<file path="src/rtl/interval_signal_compactor_unit_assert.svh">
// Assertion macros used by the compactor controller (isc_ctrl).
// Both macros sample on the rising edge of clk; the first is disabled in reset.
`ifndef INTERVAL_SIGNAL_COMPACTOR_UNIT_ASSERT_SVH
`define INTERVAL_SIGNAL_COMPACTOR_UNIT_ASSERT_SVH

`ifndef NO_ASSERTIONS
`define ISC_ASSERT(lbl, prop, msg) \
  lbl: assert property (@(posedge clk) disable iff (rst) prop) else $error(msg);
`define ISC_ASSERT_RST(lbl, prop, msg) \
  lbl: assert property (@(posedge clk) prop) else $error(msg);
`else
`define ISC_ASSERT(lbl, prop, msg)
`define ISC_ASSERT_RST(lbl, prop, msg)
`endif

`endif

</file>
<file path="src/rtl/isc_pkg.sv">
`default_nettype none

package isc_pkg;

  localparam int CFG_INDEX_W = 1;
  localparam int CFG_DATA_W  = 32;

  localparam logic [CFG_INDEX_W-1:0] REG_COMPACT_ENABLE   = 1'b0;
  localparam logic [CFG_INDEX_W-1:0] REG_MAX_BLOCK_LENGTH = 1'b1;

  localparam logic MODE_LOAD   = 1'b0;
  localparam logic MODE_RECORD = 1'b1;

  localparam logic        RST_COMPACT_ENABLE   = 1'b1;
  localparam logic [31:0] RST_MAX_BLOCK_LENGTH = 32'd50;

  typedef enum logic [2:0] {
    S_IDLE,
    S_EVAL,
    S_MUL,
    S_APPLY,
    S_CHECK,
    S_DIV,
    S_OUT
  } state_t;

  // controller -> datapath
  typedef struct packed {
    logic accept;
    logic len_load;
    logic len_inc;
    logic pass_load;
    logic gap_load;
    logic div_start;
    logic apply_open;
    logic apply_ext;
    logic close_load;
    logic out_load;
  } cmd_t;

  // datapath -> controller
  typedef struct packed {
    logic keep;
    logic compact;
    logic open;
    logic gap;
    logic ovf;
    logic div_busy;
    logic div_done;
    logic out_free;
  } stat_t;

endpackage

`default_nettype wire

</file>
<file path="src/rtl/isc_ctrl.sv">
`default_nettype none

module isc_ctrl (
  input  wire logic           clk,
  input  wire logic           rst,
  input  wire logic           in_valid,
  input  wire logic           in_mode,
  output logic                in_stall,
  output isc_pkg::cmd_t       cmd,
  input  wire isc_pkg::stat_t stat
);

  isc_pkg::state_t state;
  isc_pkg::state_t state_next;
  logic            opening;
  logic            opening_next;
  logic            gap_pend;
  logic            gap_pend_next;

  always_ff @(posedge clk) begin
    if (rst) begin
      state    <= isc_pkg::S_IDLE;
      opening  <= 1'b0;
      gap_pend <= 1'b0;
    end else begin
      state    <= state_next;
      opening  <= opening_next;
      gap_pend <= gap_pend_next;
    end
  end

  always_comb begin
    state_next    = state;
    opening_next  = opening;
    gap_pend_next = gap_pend;
    cmd           = '0;
    in_stall      = (state != isc_pkg::S_IDLE);
    case (state)
      isc_pkg::S_IDLE: begin
        cmd.accept = in_valid;
        if (in_valid && (in_mode == isc_pkg::MODE_RECORD)) begin
          state_next = isc_pkg::S_EVAL;
        end
      end
      isc_pkg::S_EVAL: begin
        if (!stat.keep) begin
          state_next = isc_pkg::S_IDLE;
        end else if (!stat.compact) begin
          cmd.pass_load = 1'b1;
          state_next    = isc_pkg::S_OUT;
        end else if (!stat.open) begin
          cmd.len_load  = 1'b1;
          cmd.len_inc   = 1'b1;
          opening_next  = 1'b1;
          gap_pend_next = 1'b0;
          state_next    = isc_pkg::S_MUL;
        end else if (stat.gap) begin
          // old block divides while the new one opens
          cmd.gap_load  = 1'b1;
          cmd.div_start = 1'b1;
          cmd.len_load  = 1'b1;
          cmd.len_inc   = 1'b1;
          opening_next  = 1'b1;
          gap_pend_next = 1'b1;
          state_next    = isc_pkg::S_MUL;
        end else begin
          cmd.len_load  = 1'b1;
          opening_next  = 1'b0;
          gap_pend_next = 1'b0;
          state_next    = isc_pkg::S_MUL;
        end
      end
      isc_pkg::S_MUL: begin
        state_next = isc_pkg::S_APPLY;
      end
      isc_pkg::S_APPLY: begin
        if (opening) begin
          cmd.apply_open = 1'b1;
          state_next     = gap_pend ? isc_pkg::S_DIV : isc_pkg::S_IDLE;
        end else begin
          cmd.apply_ext = 1'b1;
          state_next    = isc_pkg::S_CHECK;
        end
      end
      isc_pkg::S_CHECK: begin
        if (stat.ovf) begin
          cmd.close_load = 1'b1;
          cmd.div_start  = 1'b1;
          state_next     = isc_pkg::S_DIV;
        end else begin
          state_next = isc_pkg::S_IDLE;
        end
      end
      isc_pkg::S_DIV: begin
        if (stat.div_done) begin
          state_next = isc_pkg::S_OUT;
        end
      end
      isc_pkg::S_OUT: begin
        if (stat.out_free) begin
          cmd.out_load = 1'b1;
          state_next   = isc_pkg::S_IDLE;
        end
      end
      default: begin
        state_next = isc_pkg::S_IDLE;
      end
    endcase
  end

`include "interval_signal_compactor_unit_assert.svh"

  `ISC_ASSERT(a_div_start_idle, cmd.div_start |-> !stat.div_busy, "divide started while busy")
  `ISC_ASSERT(a_out_no_overwrite, cmd.out_load |-> stat.out_free, "pending result overwritten")
  `ISC_ASSERT(a_div_done_in_wait, stat.div_done |-> (state == isc_pkg::S_DIV), "quotient not awaited")

endmodule

`default_nettype wire

</file>
<file path="config.mk">
export PLATFORM = sky130hd
export DESIGN_NAME = isc_ctrl
export DESIGN_NICKNAME = d
export VERILOG_FILES = /design/src/rtl/isc_pkg.sv /design/src/rtl/isc_ctrl.sv
export VERILOG_INCLUDE_DIRS = /design/src /design/src/rtl
export SDC_FILE = /design/constraint.sdc
export NUM_CORES = 1
export LEC_CHECK = 0
export CAP_MARGIN = 20
export CORE_AREA = 2 2 39 41
export DETAILED_ROUTE_END_ITERATION = 6
export DIE_AREA = 0 0 41 43
export DONT_BUFFER_PORTS = 1
export MAX_ROUTING_LAYER = met4
export SYNTH_ARGS = -nofsm -noshare
export SYNTH_HDL_FRONTEND = slang
export SYNTH_SLANG_ARGS = --single-unit
</file>
<file path="constraint.sdc">
create_clock -name clk -period 1.2 [get_ports clk]
set_input_delay 0.06 -clock clk [delete_from_list [all_inputs] [get_ports clk]]
set_output_delay 0.06 -clock clk [all_outputs]
set_load 0.1 [all_outputs]
</file>
==> run metrics <==
CP startpoint state[1]$_SDFFE_PP0P_; Die H 43 µm; Critical Path AT 1370 ps; RSZ-0062 raised after global routing yes; post-route design area between 800 and 900 µm²; Worst Setup Start Kind flip-flop; Hold Crit Depth 2; Residual DRC 0; critical path data required time between 1000 and 1500 ps; global route overflow 0; DIE WIDTH 41 µm; worst vdd ir 0.000882 V; die area 1760 µm²; hold slack around 37 ps; Post-Syn Area about 400 µm²; Clock Skew 0.379 ps; RePlAce Congestion ~0.8; Worst-path clk slew roughly 40 ps; Reg-to-Reg End gap_pend$_SDFFE_PP0P_; drt via density 5.10; initial core utilization 0.289; Starting DRT DRC Count 3; CTS Root Cell clkbuf_4; Core ar. 1380 µm²; Clock Path Buffers 2; Synth Net Count 63; worst-margin pin slew 303 ps; wire length on met1 481 µm; Post-DRT Antenna Nets 0; Area contributors post-synth dfxtp_1 (25%), a21oi_1 (8.8%), buf_6 (5.6%); number of global-route vias before repair 442; post-layout min period 1430 ps; n_diodes 0; first-pass GRT wire length 1.82 mm; WP buf/inv 1; Top Layer Used met3; crit-path max cell delay around 330 ps; Synth Register Bits 5; CP Depth 4; number of enable flip-flop cells after synthesis 0; CP endpoint cmd[4]; Hold WC Path Type input port to flip-flop; most common cell in the netlist a21oi_1; Max-slew headroom 0.798; Setup crit end kind primary output; met2 WL post-DR 626 µm; FFs w/ async S/R, synth 0; CTS tree done; Critical Path, Cell by Cell and4bb_2 -> nand4_1 -> buf_6 -> nand2b_4; PwrDens 1300 nW/µm²; r2r setup slk 10 ps; fmax between 0.6 and 0.7 GHz; max cap viols 0; slowest cell on the critical path dfxtp_2; syn_area_per_cell slightly below 8 µm²; initial antenna violation count 0; met3 routed wirelength approximately 30 µm; largest area contributor in the netlist dfxtp_1; Yosys cell types 27; largest net degree at the start of global routing 8; dpl cell area slightly below 700 µm²; Initial DRT Pass Iterations 4; clk sink count 5; Finished Core Util 0.618; WL final around 1.1 mm; Nets 88; largest delay contributor family on the critical path simple AND/OR/NAND/NOR gates; Final Max Slew Viols 0; status complete, but fails checks; failing checks negative setup slack; gr usage total 0.155; DP Wirelength 846 µm; top_reg_cell synth dfxtp_1; I/O pins 23; layout cell share with drive strength beyond 1 0.640; vias 464; crit-path max FO 5; setup violators final 10; R2R depth 5; Num CTS Buffers 3; H-tree levels 1; synthesized instance count between 50 and 60; top cells by count, synth a21oi_1 (7), dfxtp_1 (5), inv_1 (5), nand2b_1 (3), nor2_1 (3); drt wl/cell 12.5 µm; final period utilization 1.20; area fraction of the dominant cell type after synthesis 0.250; Core Rows 14; Skew-Pair Late Insertion Delay about 230 ps; I/O Buffers 0; Yosys warnings 0; final hold viol count 0; Critical Setup Path Class flip-flop to primary output; Seq/Total Area, Yosys 0.250; Leak 0.317 nW; Final WS setup -234 ps; Layout area overhead 114%; FF-to-FF Start state[1]$_SDFFE_PP0P_
## metrics by stage
stage               power, mW  instances  setup slack, ps  setup TNS (ps)
floorplan               0.662         51             -798           -4050
global route             1.17         91             -286           -1960
global placement        0.826         82             22.0               0
CTS                      1.09         89             -237           -1180
detailed placement      0.833         82             13.1               0
finish                   1.12         91             -234           -1250
## worst reg2reg max path, cell delays in order, from the launching register on
cell	delay (ps)
dfxtp_2	330
and4bb_2	310
nand4_1	110
buf_6	150
buf_4	130
a21oi_2	100
## area by class of cell
class / count / area [µm²]
Fill cell: 115 / 528
Multi-Input combinational cell: 38 / 370
Timing Repair Buffer: 23 / 313
Sequential cell: 5 / 104
Clock buffer: 4 / 26.3
Inverter: 5 / 22.5
Tap cell: 16 / 20.0
## where the power goes
part | internal [mW] | switching [mW]
Clock | 0.125 | 0.0587
Combinational | 0.298 | 0.419
Sequential | 0.190 | 0.0243
Total | 0.613 | 0.502
## metal layers
metal	vias to the layer above	track usage
li1	232	-
met1	224	0.199
met2	8	0.231
met3	0	0.0157
met4	0	0.0800
met5	-	-
## cells in the final DEF (no fill, tap or decap), types with 2 or more instances in the layout
cell type      count
nor2_4             3
a21oi_2            2
nand2_1            2
dfxtp_1            2
clkbuf_4           3
buf_4              6
nor3_4             2
a21oi_1            5
buf_12             9
buf_6              6
dlygate4sd3_1      2
nor3b_4            2
inv_1              3
nand3b_1           2
nand2b_4           3
dfxtp_2            3
## state kept, by name (all words and copies together) (netlist names)
register and flops:
state 3, gap_pend 1, opening 1
## worst min-delay path by stage
stage / from / to / slack [ps]
after global placement: rst / state[2]$_SDFFE_PP0P_ / 120
after detailed placement: rst / state[2]$_SDFFE_PP0P_ / 130
final: stat[6] / opening$_SDFFE_PP0P_ / 40
after global routing: stat[6] / opening$_SDFFE_PP0P_ / 50
after floorplan: rst / state[1]$_SDFFE_PP0P_ / 120
after CTS: stat[6] / opening$_SDFFE_PP0P_ / 30
## kinds of logic after synthesis
family / synth area share
AND/OR/NAND/NOR: 0.372
AO/OA/AOI/OAI: 0.263
buffers and inverters: 0.116
flip-flops: 0.250
## repair_timing
action	in CTS	in global routing
endpoints found under the hold margin	5	0
gates resized for setup	14	8
buffers inserted	1	2
hold buffers	2	0
pin swaps	4	5
endpoints found under the setup margin	11	13
Note: power is estimated with default switching activity, not from simulation.
